### src/sctc_pkg.sv
// ----------------------------------------------------------------------------
// sctc_pkg
// Shared types and constants for the scratchpad CRC check and temperature
// decode block.
// ----------------------------------------------------------------------------
package sctc_pkg;

  localparam int unsigned ByteWidth = 8;
  localparam int unsigned TempWidth = 16;
  localparam int unsigned IdxWidth  = 4;

  // Scratchpad layout
  localparam logic [IdxWidth-1:0] IdxLow       = 4'd0;
  localparam logic [IdxWidth-1:0] IdxHigh      = 4'd1;
  localparam logic [IdxWidth-1:0] IdxRemain    = 4'd6;
  localparam logic [IdxWidth-1:0] IdxPerDegree = 4'd7;
  localparam logic [IdxWidth-1:0] LastIndex    = 4'd8;

  // Reflected CRC-8 polynomial
  localparam logic [ByteWidth-1:0] CrcPoly = 8'h8C;

  // Family codes
  localparam logic [ByteWidth-1:0] FamilyDirectA  = 8'h28;
  localparam logic [ByteWidth-1:0] FamilyDirectB  = 8'h22;
  localparam logic [ByteWidth-1:0] FamilyExtended = 8'h10;
  localparam logic [ByteWidth-1:0] FamilyReset    = FamilyDirectA;

  // Kelvin offsets: 4370 in 1/16 K, 17480 in 1/64 K
  localparam logic [TempWidth-1:0] DirectOffset   = 16'd4370;
  localparam logic [TempWidth-1:0] ExtendedOffset = 16'd17480;

  // Fraction divider: dividend magnitude is 16*|3*cpc - 4*rem|, below 2^14
  localparam int unsigned DivWidth = 14;
  localparam int unsigned CntWidth = $clog2(DivWidth + 1);

  typedef enum logic [1:0] {
    ST_IDLE,
    ST_CRC,
    ST_DIV,
    ST_FINISH
  } sctc_state_e;

  typedef struct packed {
    logic load;
    logic clear;
  } crc_ctrl_t;

  typedef struct packed {
    logic busy;
    logic last;
  } crc_stat_t;

  typedef struct packed {
    logic busy;
    logic done;
  } div_stat_t;

endpackage

### src/sctc_crc.sv
// ----------------------------------------------------------------------------
// sctc_crc
// Bit-serial reflected CRC-8, one data bit per cycle, LSB first.
// ----------------------------------------------------------------------------
module sctc_crc (
  input  logic                     clk_i,
  input  logic                     rst_ni,
  input  sctc_pkg::crc_ctrl_t      ctrl_i,
  input  logic [7:0]               data_i,
  output logic [7:0]               acc_o,
  output sctc_pkg::crc_stat_t      stat_o
);
  import sctc_pkg::*;

  logic [ByteWidth-1:0] acc_q, acc_d;
  logic [ByteWidth-1:0] shift_q, shift_d;
  logic [2:0]           cnt_q, cnt_d;
  logic                 busy_q, busy_d;
  logic                 fb;

  assign fb = acc_q[0] ^ shift_q[0];

  always_comb begin
    acc_d   = acc_q;
    shift_d = shift_q;
    cnt_d   = cnt_q;
    busy_d  = busy_q;
    if (ctrl_i.clear) begin
      acc_d = '0;
    end else if (ctrl_i.load) begin
      shift_d = data_i;
      cnt_d   = '0;
      busy_d  = 1'b1;
    end else if (busy_q) begin
      acc_d   = (acc_q >> 1) ^ (fb ? CrcPoly : '0);
      shift_d = shift_q >> 1;
      cnt_d   = cnt_q + 3'd1;
      if (cnt_q == 3'd7) begin
        busy_d = 1'b0;
      end
    end
  end

  always_ff @(posedge clk_i or negedge rst_ni) begin
    if (!rst_ni) begin
      acc_q  <= '0;
      cnt_q  <= '0;
      busy_q <= 1'b0;
    end else begin
      acc_q  <= acc_d;
      cnt_q  <= cnt_d;
      busy_q <= busy_d;
    end
  end

  always_ff @(posedge clk_i) begin
    shift_q <= shift_d;
  end

  assign acc_o       = acc_q;
  assign stat_o.busy = busy_q;
  assign stat_o.last = busy_q && (cnt_q == 3'd7);

endmodule

### src/sctc_div.sv
// ----------------------------------------------------------------------------
// sctc_div
// Fraction term trunc(16*(3*cpc - 4*rem) / cpc) by restoring division,
// one quotient bit per cycle, sign applied after the last quotient bit.
// ----------------------------------------------------------------------------
module sctc_div (
  input  logic                clk_i,
  input  logic                rst_ni,
  input  logic                start_i,
  input  logic [7:0]          cpc_i,
  input  logic [7:0]          rem_i,
  output logic [15:0]         quot_o,
  output sctc_pkg::div_stat_t stat_o
);
  import sctc_pkg::*;

  logic                  busy_q, busy_d;
  logic                  done_q, done_d;
  logic [CntWidth-1:0]   cnt_q, cnt_d;
  logic [DivWidth-1:0]   dvd_q, dvd_d;
  logic [ByteWidth-1:0]  part_q, part_d;
  logic                  neg_q, neg_d;
  logic [TempWidth-1:0]  quot_q, quot_d;

  logic signed [10:0]    diff_m;
  logic [9:0]            mag_m;
  logic [ByteWidth:0]    shifted;
  logic [ByteWidth+1:0]  trial;
  logic [TempWidth-1:0]  quot_mag;

  // 64*(c-r) - 16*c == 16*(3c - 4r)
  assign diff_m = $signed({3'b000, cpc_i}) + $signed({2'b00, cpc_i, 1'b0})
                - $signed({1'b0, rem_i, 2'b00});
  assign mag_m  = diff_m[10] ? 10'(-diff_m) : diff_m[9:0];

  assign shifted  = {part_q, dvd_q[DivWidth-1]};
  assign trial    = {1'b0, shifted} - {2'b00, cpc_i};
  assign quot_mag = {{(TempWidth-DivWidth){1'b0}}, dvd_q};

  always_comb begin
    busy_d = busy_q;
    done_d = 1'b0;
    cnt_d  = cnt_q;
    dvd_d  = dvd_q;
    part_d = part_q;
    neg_d  = neg_q;
    quot_d = quot_q;
    if (start_i) begin
      busy_d = 1'b1;
      cnt_d  = CntWidth'(DivWidth);
      dvd_d  = {mag_m, 4'b0000};
      part_d = '0;
      neg_d  = diff_m[10];
    end else if (busy_q) begin
      if (cnt_q != '0) begin
        if (!trial[ByteWidth+1]) begin
          part_d = trial[ByteWidth-1:0];
          dvd_d  = {dvd_q[DivWidth-2:0], 1'b1};
        end else begin
          part_d = shifted[ByteWidth-1:0];
          dvd_d  = {dvd_q[DivWidth-2:0], 1'b0};
        end
        cnt_d = cnt_q - CntWidth'(1);
      end else begin
        quot_d = neg_q ? (-quot_mag) : quot_mag;
        busy_d = 1'b0;
        done_d = 1'b1;
      end
    end
  end

  always_ff @(posedge clk_i or negedge rst_ni) begin
    if (!rst_ni) begin
      busy_q <= 1'b0;
      done_q <= 1'b0;
      cnt_q  <= '0;
    end else begin
      busy_q <= busy_d;
      done_q <= done_d;
      cnt_q  <= cnt_d;
    end
  end

  always_ff @(posedge clk_i) begin
    dvd_q  <= dvd_d;
    part_q <= part_d;
    neg_q  <= neg_d;
    quot_q <= quot_d;
  end

  assign quot_o      = quot_q;
  assign stat_o.busy = busy_q;
  assign stat_o.done = done_q;

endmodule

### src/scratchpad_crc_temperature_convert_core.sv
// ----------------------------------------------------------------------------
// scratchpad_crc_temperature_convert_core
// Checks the CRC of a nine-byte 1-wire sensor scratchpad and turns the
// reading into a temperature in 1/64 kelvin.
//
//   channel   dir  handshake               payload
//   s_axis    in   tvalid/tready           tdata[7:0]  = pad_byte
//   m_axis    out  tvalid/tready           tdata[15:0] = temperature,
//                                          tuser       = crc_ok
//   cfg       in   cfg_we_i (no wait)      cfg_wdata_i = family_code
//
// Bytes 0 to 7 are each accepted, then run through the bit-serial CRC shifter.
// Byte 8 goes from the accept to the finish step for direct and pass-through
// families and for the extended family with a zero count per degree, and for
// the extended family otherwise through 14 steps of the one-bit-per-cycle
// fraction divider, sign fix and hand-off to the finish step; the finish step
// loads the result once the output register is free. The output register lets
// the next frame enter while a result waits. Reset clears the frame position,
// the CRC and selects family 0x28.
// ----------------------------------------------------------------------------
module scratchpad_crc_temperature_convert_core (
  input  logic        clk_i,
  input  logic        rst_ni,
  // config register: family_code
  input  logic        cfg_we_i,
  input  logic [7:0]  cfg_wdata_i,
  // input request: [7:0] pad_byte
  input  logic        s_axis_tvalid_i,
  output logic        s_axis_tready_o,
  input  logic [7:0]  s_axis_tdata_i,
  // result request: [15:0] temperature
  output logic        m_axis_tvalid_o,
  input  logic        m_axis_tready_i,
  output logic [15:0] m_axis_tdata_o,
  // result flag: [0] crc_ok
  output logic        m_axis_tuser_o
);
  import sctc_pkg::*;

  sctc_state_e state_q, state_d;

  logic [ByteWidth-1:0] family_q;
  logic [IdxWidth-1:0]  idx_q;
  logic [ByteWidth-1:0] low_q, high_q, remain_q, per_degree_q;
  logic [TempWidth-1:0] base_q, base_d;
  logic                 use_div_q;
  logic                 ok_q;

  logic                 out_valid_q;
  logic [TempWidth-1:0] out_temp_q;
  logic                 out_ok_q;

  logic                 in_accept;
  logic                 last_byte;
  logic                 is_ext;
  logic                 div_start;
  logic                 out_load;
  logic                 crc_match;
  logic [TempWidth-1:0] raw;
  logic [TempWidth-1:0] direct_sum;
  logic [TempWidth-1:0] frac_sel;

  crc_ctrl_t            crc_ctrl;
  crc_stat_t            crc_stat;
  logic [ByteWidth-1:0] crc_acc;
  div_stat_t            div_stat;
  logic [TempWidth-1:0] div_quot;

  sctc_crc u_crc (
    .clk_i  (clk_i),
    .rst_ni (rst_ni),
    .ctrl_i (crc_ctrl),
    .data_i (s_axis_tdata_i),
    .acc_o  (crc_acc),
    .stat_o (crc_stat)
  );

  sctc_div u_div (
    .clk_i   (clk_i),
    .rst_ni  (rst_ni),
    .start_i (div_start),
    .cpc_i   (per_degree_q),
    .rem_i   (remain_q),
    .quot_o  (div_quot),
    .stat_o  (div_stat)
  );

  assign in_accept = s_axis_tvalid_i && s_axis_tready_o;
  // an index above 8 behaves like 8
  assign last_byte = (idx_q >= LastIndex);
  assign is_ext    = (family_q == FamilyExtended);
  assign crc_match = (crc_acc == s_axis_tdata_i);
  assign raw       = crc_match ? {high_q, low_q} : '0;
  assign direct_sum = raw + DirectOffset;

  // Base value of the conversion; the extended family adds the fraction later
  always_comb begin
    case (family_q) inside
      FamilyDirectA, FamilyDirectB: base_d = {direct_sum[TempWidth-3:0], 2'b00};
      FamilyExtended:               base_d = {raw[10:1], 6'b000000} + ExtendedOffset;
      default:                      base_d = raw;
    endcase
  end

  // Next state
  always_comb begin
    state_d = state_q;
    unique case (state_q)
      ST_IDLE: begin
        if (in_accept) begin
          if (!last_byte) begin
            state_d = ST_CRC;
          end else if (div_start) begin
            state_d = ST_DIV;
          end else begin
            state_d = ST_FINISH;
          end
        end
      end
      ST_CRC: begin
        if (crc_stat.last) state_d = ST_IDLE;
      end
      ST_DIV: begin
        if (div_stat.done) state_d = ST_FINISH;
      end
      ST_FINISH: begin
        if (out_load) state_d = ST_IDLE;
      end
      default: state_d = ST_IDLE;
    endcase
  end

  // FSM outputs
  always_comb begin
    s_axis_tready_o = (state_q == ST_IDLE);
    crc_ctrl.load   = in_accept && !last_byte;
    crc_ctrl.clear  = in_accept && last_byte;
    div_start       = in_accept && last_byte && is_ext && (per_degree_q != '0);
    out_load        = (state_q == ST_FINISH) && (!out_valid_q || m_axis_tready_i);
  end

  assign frac_sel = use_div_q ? div_quot : '0;

  always_ff @(posedge clk_i or negedge rst_ni) begin
    if (!rst_ni) begin
      state_q      <= ST_IDLE;
      family_q     <= FamilyReset;
      idx_q        <= '0;
      low_q        <= '0;
      high_q       <= '0;
      remain_q     <= '0;
      per_degree_q <= '0;
      out_valid_q  <= 1'b0;
    end else begin
      state_q <= state_d;
      if (cfg_we_i) family_q <= cfg_wdata_i;
      if (in_accept) begin
        // capture the bytes the conversion needs, advance the frame position
        case (idx_q)
          IdxLow:       low_q        <= s_axis_tdata_i;
          IdxHigh:      high_q       <= s_axis_tdata_i;
          IdxRemain:    remain_q     <= s_axis_tdata_i;
          IdxPerDegree: per_degree_q <= s_axis_tdata_i;
          default:      ;
        endcase
        idx_q <= last_byte ? '0 : idx_q + IdxWidth'(1);
      end
      // hold the result until the sink takes it
      if (out_load) begin
        out_valid_q <= 1'b1;
      end else if (m_axis_tready_i) begin
        out_valid_q <= 1'b0;
      end
    end
  end

  always_ff @(posedge clk_i) begin
    if (in_accept && last_byte) begin
      base_q    <= base_d;
      ok_q      <= crc_match;
      use_div_q <= div_start;
    end
    if (out_load) begin
      out_temp_q <= base_q + frac_sel;
      out_ok_q   <= ok_q;
    end
  end

  assign m_axis_tvalid_o = out_valid_q;
  assign m_axis_tdata_o  = out_temp_q;
  assign m_axis_tuser_o  = out_ok_q;

  // ---------------------------------------------------------------------------
  // Assertions
  // ---------------------------------------------------------------------------
  a_crc_idle_on_check : assert property (@(posedge clk_i) disable iff (!rst_ni)
    (in_accept && last_byte) |-> !crc_stat.busy)
    else $error("CRC still shifting when check byte arrives");

  a_idx_range : assert property (@(posedge clk_i) disable iff (!rst_ni)
    idx_q <= LastIndex)
    else $error("frame position beyond check byte");

  a_result_from_finish : assert property (@(posedge clk_i) disable iff (!rst_ni)
    $rose(out_valid_q) |-> $past(state_q == ST_FINISH))
    else $error("result raised outside finish step");

  a_div_in_div_state : assert property (@(posedge clk_i) disable iff (!rst_ni)
    div_stat.busy |-> (state_q == ST_DIV))
    else $error("divider running outside divide step");

endmodule

### config.mk
export PLATFORM = sky130hd
export DESIGN_NAME = scratchpad_crc_temperature_convert_core
export DESIGN_NICKNAME = d
export VERILOG_FILES = /design/src/sctc_pkg.sv /design/src/sctc_crc.sv /design/src/sctc_div.sv /design/src/scratchpad_crc_temperature_convert_core.sv
export SDC_FILE = /design/constraint.sdc
export NUM_CORES = 1
export LEC_CHECK = 0
export BUFFER_PORTS_ARGS = -buffer_cell sky130_fd_sc_hd__clkbuf_2
export CAP_MARGIN = 40
export CORE_AREA = 2 2 146 148
export CTS_CLUSTER_DIAMETER = 80
export DETAILED_ROUTE_END_ITERATION = 16
export DIE_AREA = 0 0 148 150
export PLACE_DENSITY = 0.65
export RECOVER_POWER = 25
export SETUP_SLACK_MARGIN = 0.1
export SKIP_LAST_GASP = 1
export SYNTH_ARGS = -nofsm -noshare
export SYNTH_HDL_FRONTEND = slang
export SYNTH_SLANG_ARGS = --single-unit
### constraint.sdc
create_clock -name clk_i -period 5.93 [get_ports clk_i]
set_clock_uncertainty 0.15 [all_clocks]
set_input_delay 0.2965 -clock clk_i [delete_from_list [all_inputs] [get_ports clk_i]]
set_output_delay 0.2965 -clock clk_i [all_outputs]
set_load 0.02 [all_outputs]
-- After elaboration in Yosys (flattened, before gate mapping)
Index checks and enable logic that the tools add are counted.
- bits in registers: 147
- word-level logic and storage cells: 131
- input port bits: 21
- output and inout port bits: 19
- muxes and demuxes: 41
- $add $sub $neg: 11
- eq/ne operators: 16
- $lt $le $gt $ge: 1
- reductions and logical operators: 30
- bitwise logic cells: 5
- operator list (cell ; number):
    $mux W16 ; 4
    $mux W14 ; 4
    $mux W8 ; 7
    $add A16 B15 Y16 const B ; 1
    $add A16 B16 Y16 ; 1
    $eq A8 B6 Y1 const B ; 2
    $mux W4 ; 4
    $neg A14 Y16 ; 1
    $reduce_and A2 Y1 ; 8
    $add A14 B13 Y14 const B ; 1
    $mux W1 ; 13
    $sub A10 B10 Y11 ; 1
    $add A8 B9 Y10 ; 1
    $mux W10 ; 1
    $mux W2 ; 5
    $neg A10 Y10 ; 1
    $reduce_bool A2 Y1 ; 5
    $sub A9 B8 Y10 ; 1
    $eq A4 B3 Y1 const B ; 2
    $eq A8 B5 Y1 const B ; 1
    $eq A8 B8 Y1 ; 1
    $pmux W2 S4 ; 1
    $reduce_bool A8 Y1 ; 1
    $xor A7 B8 Y8 ; 1
    other kinds (22) ; 36

-- Logic depth before layout (Yosys ltp)
- word-level depth: 9
- depth in mapped cells: 14
- depth with buffers taken out: 14

-- Hierarchy
From an unflattened synthesis, not the netlist that was laid out.
- cell total of the unflattened synthesis: 797
- area, all modules: 8640.8 um^2
- by module, submodules not included (module ; instances ; area each (um^2) ; cells an instance):
    scratchpad_crc_temperature_convert_core ; 1 ; 4568.1 ; 389
    sctc_div ; 1 ; 3150.5 ; 330
    sctc_crc ; 1 ; 922.1 ; 78

-- Least setup slack after synthesis
Ideal clock, no wire load.
- path type: register to register
- from: register state_q[0]
- to: register u_div.quot_q[0] (netlist: u_div.quot_o[0]) (enable)
- clock period less this slack: 3.592 ns
- setup time: 0.430 ns
- buffers on the path: 2
- path slack: 2.338 ns
- cell stages (with the launch flop): 8
- arrival time: 3.011 ns
- path through: dfrtp_1 > buf_2 > inv_1 > nand3b_1 > nor2_1 > and3_1 > buf_2 > nor4_1
- RTL lines (element ; RTL line ; text):
    from (decl) ; scratchpad_crc_temperature_convert_core.sv:40 ; sctc_state_e state_q, state_d;
    from (signal assigned) ; scratchpad_crc_temperature_convert_core.sv:155 ; state_q <= state_d;
    to (signal assigned) ; sctc_div.sv:88 ; quot_q <= quot_d;
    to (decl) ; sctc_div.sv:23 ; logic [TempWidth-1:0] quot_q, quot_d;

==> results by group <==
Place
  • Placed cells: between 1000 and 1500
  • IO Port Bufs: 39
  • DP HPWL: 12.6 mm
  • Routability cong.: 0.888

Synthesis
  • Most common cell in the netlist: edfxtp_1
  • Post-synth top area cell: edfxtp_1
  • Synth top area share: approximately 25%
  • Mapped cell area: 8340 um^2
  • Post-synth top cells: edfxtp_1 (70), dfrtp_1 (63), nand2_1 (62)
  • YS warnings: 0
  • Sequential fraction of the synthesis area: 47.6%
  • Post-synthesis cell type count: 62
  • Synth area leaders: edfxtp_1 (25%), dfrtp_1 (19%), mux2_2 (6.5%), ha_1 (6.5%), xnor2_1 (5.7%)
  • Synth Register Bits: approximately 150
  • Number of flops mapped to enable cells by yosys: 70
  • Asr flop ratio synth: 44.2%
  • Post-Syn Area per Cell: 10.6 um^2
  • Top_reg_cell synth: edfxtp_1
  • Mapped Nets: between 800 and 900
  • Gate Count Post-Synth: 785

Hold path
  • Worst Hold Endpoint: m_axis_tvalid_o
  • Worst hold stages: 3
  • Worst Hold Class: in2reg
  • Critical hold path startpoint: m_axis_tready_i

Clocking
  • Clk buf depth: 2
  • CTS Buf Count: 17
  • Clk_lat worst skew: around 0.42 ns
  • Setup Fix Bufs, Post-CTS: 0
  • CTS H-Tree Depth: 4
  • Reg clk slew, reported paths: 0.06 ns
  • CTS tree: yes
  • Root Buffer: clkbuf_16
  • Sink Count: 147

Global routing
  • Gr ovfl total: 0
  • Total global routing track utilization: 16.8%
  • Vias in the first global route: approximately 5600
  • Initial antenna violation count: 0
  • Largest net degree at the start of global routing: 59
  • First-pass GRT wire length: 29.0 mm

Cells and area
  • Layout area overhead: 14.4%
  • Nets: 909
  • Layout cells sized above 1: approximately 16%
  • Ant. Diodes: 0
  • Final core occ: 46.1%
  • FILL cells: about 2000
  • Fin cells: 1124

Worst setup path
  • Crit-path slowest cell: clkbuf_1
  • CP required: roughly 5.6 ns
  • Worst setup path class: in2async
  • CP endpoint kind: asynchronous set/reset pin
  • Worst r2r src: u_crc.acc_o[7]
  • Critical Path Fanout Max: 58
  • Most used cell, CP: clkbuf_1
  • Worst Reg-to-Reg Cells: 13
  • Largest stage delay on the critical path: 2.21 ns
  • Capturing point of the worst reg2reg path: base_q[15]
  • Cells along the critical path: dlygate4sd3_1 > buf_2 > clkbuf_1 > clkbuf_1
  • Setup crit start kind: input pin
  • Reg2reg setup slack: 2.54 ns
  • WP data arrival: 3.58 ns

Power
  • Combinational fraction of design power: a little over half
  • Switching power of the nets: roughly 0.0022 W
  • Design internal power: 0.00315 W
  • PD cells: 556 nW/um^2
  • Max IR drop VDD: between 0.0006 and 0.0007 V
  • Sw Ratio: 40.6%
  • Lkg Pwr: 3.97 nW
  • Clk pwr share: 20.2%
  • Flop pwr share: 26.6%

Drt
  • DRT met1 WL: approximately 8.4 mm
  • Post-DRT Antenna Nets: 0
  • WL/cell: 15.5 um
  • DR WL met2: 7.95 mm
  • Met3 wire length: 737 um
  • Max Used Layer: met4
  • Drt first pass iters: 5
  • DR vias: 5872
  • Drt total wl: 17.4 mm
  • Post-DR vias/cell: 5.22
  • Starting DRT DRC Count: 380
  • DRC: 0

STA
  • RSZ-0062 raised after global routing: false
  • Final setup fails: 0
  • Slew @ Worst Pin: around 3 ns
  • Total Neg Setup Slack: 0 ns
  • Final Critical Period: 3.89 ns
  • Peak Freq: 257 MHz
  • Slew Limit Fails: 59
  • Final period utilization: 65.6%
  • Final Hold Viols: 0
  • Worst slew margin relative to its limit: -105%

Floorplan
  • FP Rows: 53
  • Starting Density: 40.3%
  • Die H: 150 um
  • Die W: 148 um
  • Die area: 22200 um^2
  • Io pins: 40
  • Core ar.: 20700 um^2

Run status
  • Violated checks: capacitance limit, slew limit
  • Run status: complete, but fails checks

Job
  • Max cap viols: 1
-- power by group through the flow --
stage          clock network [W]  registers (W)  logic [W]
2_1_floorplan                  0        0.00137    0.00225
3_3_place_gp                   0        0.00142    0.00274
3_5_place_dp                   0        0.00143    0.00276
4_1_cts                  0.00110        0.00141    0.00280
5_1_grt                  0.00114        0.00143    0.00318
6_report                 0.00107        0.00141    0.00282
-- timing repair --
action / 4_1_cts / 5_1_grt
gates resized for setup: 0 / 0
hold endpoints to repair: 72 / 0
hold buffers: 9 / 0
endpoints found under the setup margin: 0 / 0
-- metal layers --
layer  track usage, %  vias to the layer above
met2             26.5                      141
li1                 -                     2916
met4             5.81                        0
met3             3.63                       28
met5                0                        -
met1             23.0                     2787
-- sequential cells by signal (all words and copies together), names as in the netlist, 8 cells and up --
signal / flops
high_q: 8
base_q: 16
u_div.dvd_q: 14
m_axis_tdata_o: 16
family_q: 8
low_q: 8
u_crc.shift_q: 8
u_div.quot_o: 16
u_crc.acc_o: 8
per_degree_q: 8
u_div.part_q: 8
remain_q: 8
-- stage by stage --
stage / total power, W / setup slack, ns / hold WS (ns) / instance area [um^2]
after floorplan: 0.00363 / 2.34 / -0.149 / 8340
after global placement: 0.00416 / 2.65 / 0.323 / 8830
after detailed placement: 0.00419 / 2.55 / 0.0985 / 8880
after CTS: 0.00531 / 2.57 / 0.00623 / 9570
after global routing: 0.00576 / 1.20 / 0.0189 / 9540
final: 0.00531 / 2.04 / 0.0215 / 9540
-- critical path: cells and delay by family --
kind                   cells  cell delay (ns)
buffers and inverters      4             3.25
-- placed cells by master, fill, tap and decap left out, types with 12 or more instances in the layout --
cell	n
nand3_1	27
xnor2_1	54
nor2_1	51
a21oi_1	37
nand2_1	62
nor3_1	13
dfxtp_1	12
clkbuf_2	38
mux2_2	48
inv_1	49
edfxtp_1	70
ha_1	43
o21ai_0	37
xor2_1	16
and2_1	17
clkbuf_16	20
dfrtp_1	63
-- final cells by class --
type                       count  area [um^2]  area share [%]
multi-input combinational    562         4080            42.8
sequential                   147         3970            41.6
clock buffer                  26          533            5.59
timing repair buffer          58          360            3.78
tap                          275          344            3.61
inverter                      50          188            1.97
clock inverter                 6         65.1           0.682
-- logic make-up after synthesis --
logic type	Yosys count	share of synthesized area, %
AO/OA/AOI/OAI	155	12.0
XOR/XNOR	70	7.35
adder cells (fa/ha/maj)	52	8.61
buffers and inverters	76	3.56
flip-flops	147	47.6
multiplexers	54	7.20
AND/OR/NAND/NOR	231	13.7
-- worst max-delay path by stage --
stage / startpoint / slack [ns] / end
2_1_floorplan: state_q[0] / 2.34 / u_div.quot_o[0]
3_3_place_gp: s_axis_tdata_i[5] / 2.65 / base_q[15]
3_5_place_dp: s_axis_tdata_i[7] / 2.55 / base_q[15]
4_1_cts: u_crc.acc_o[7] / 2.57 / base_q[15]
5_1_grt: rst_ni / 1.20 / u_crc.acc_o[4]
6_report: rst_ni / 2.04 / u_crc.acc_o[4]
Power figures use the tool's default switching activity.
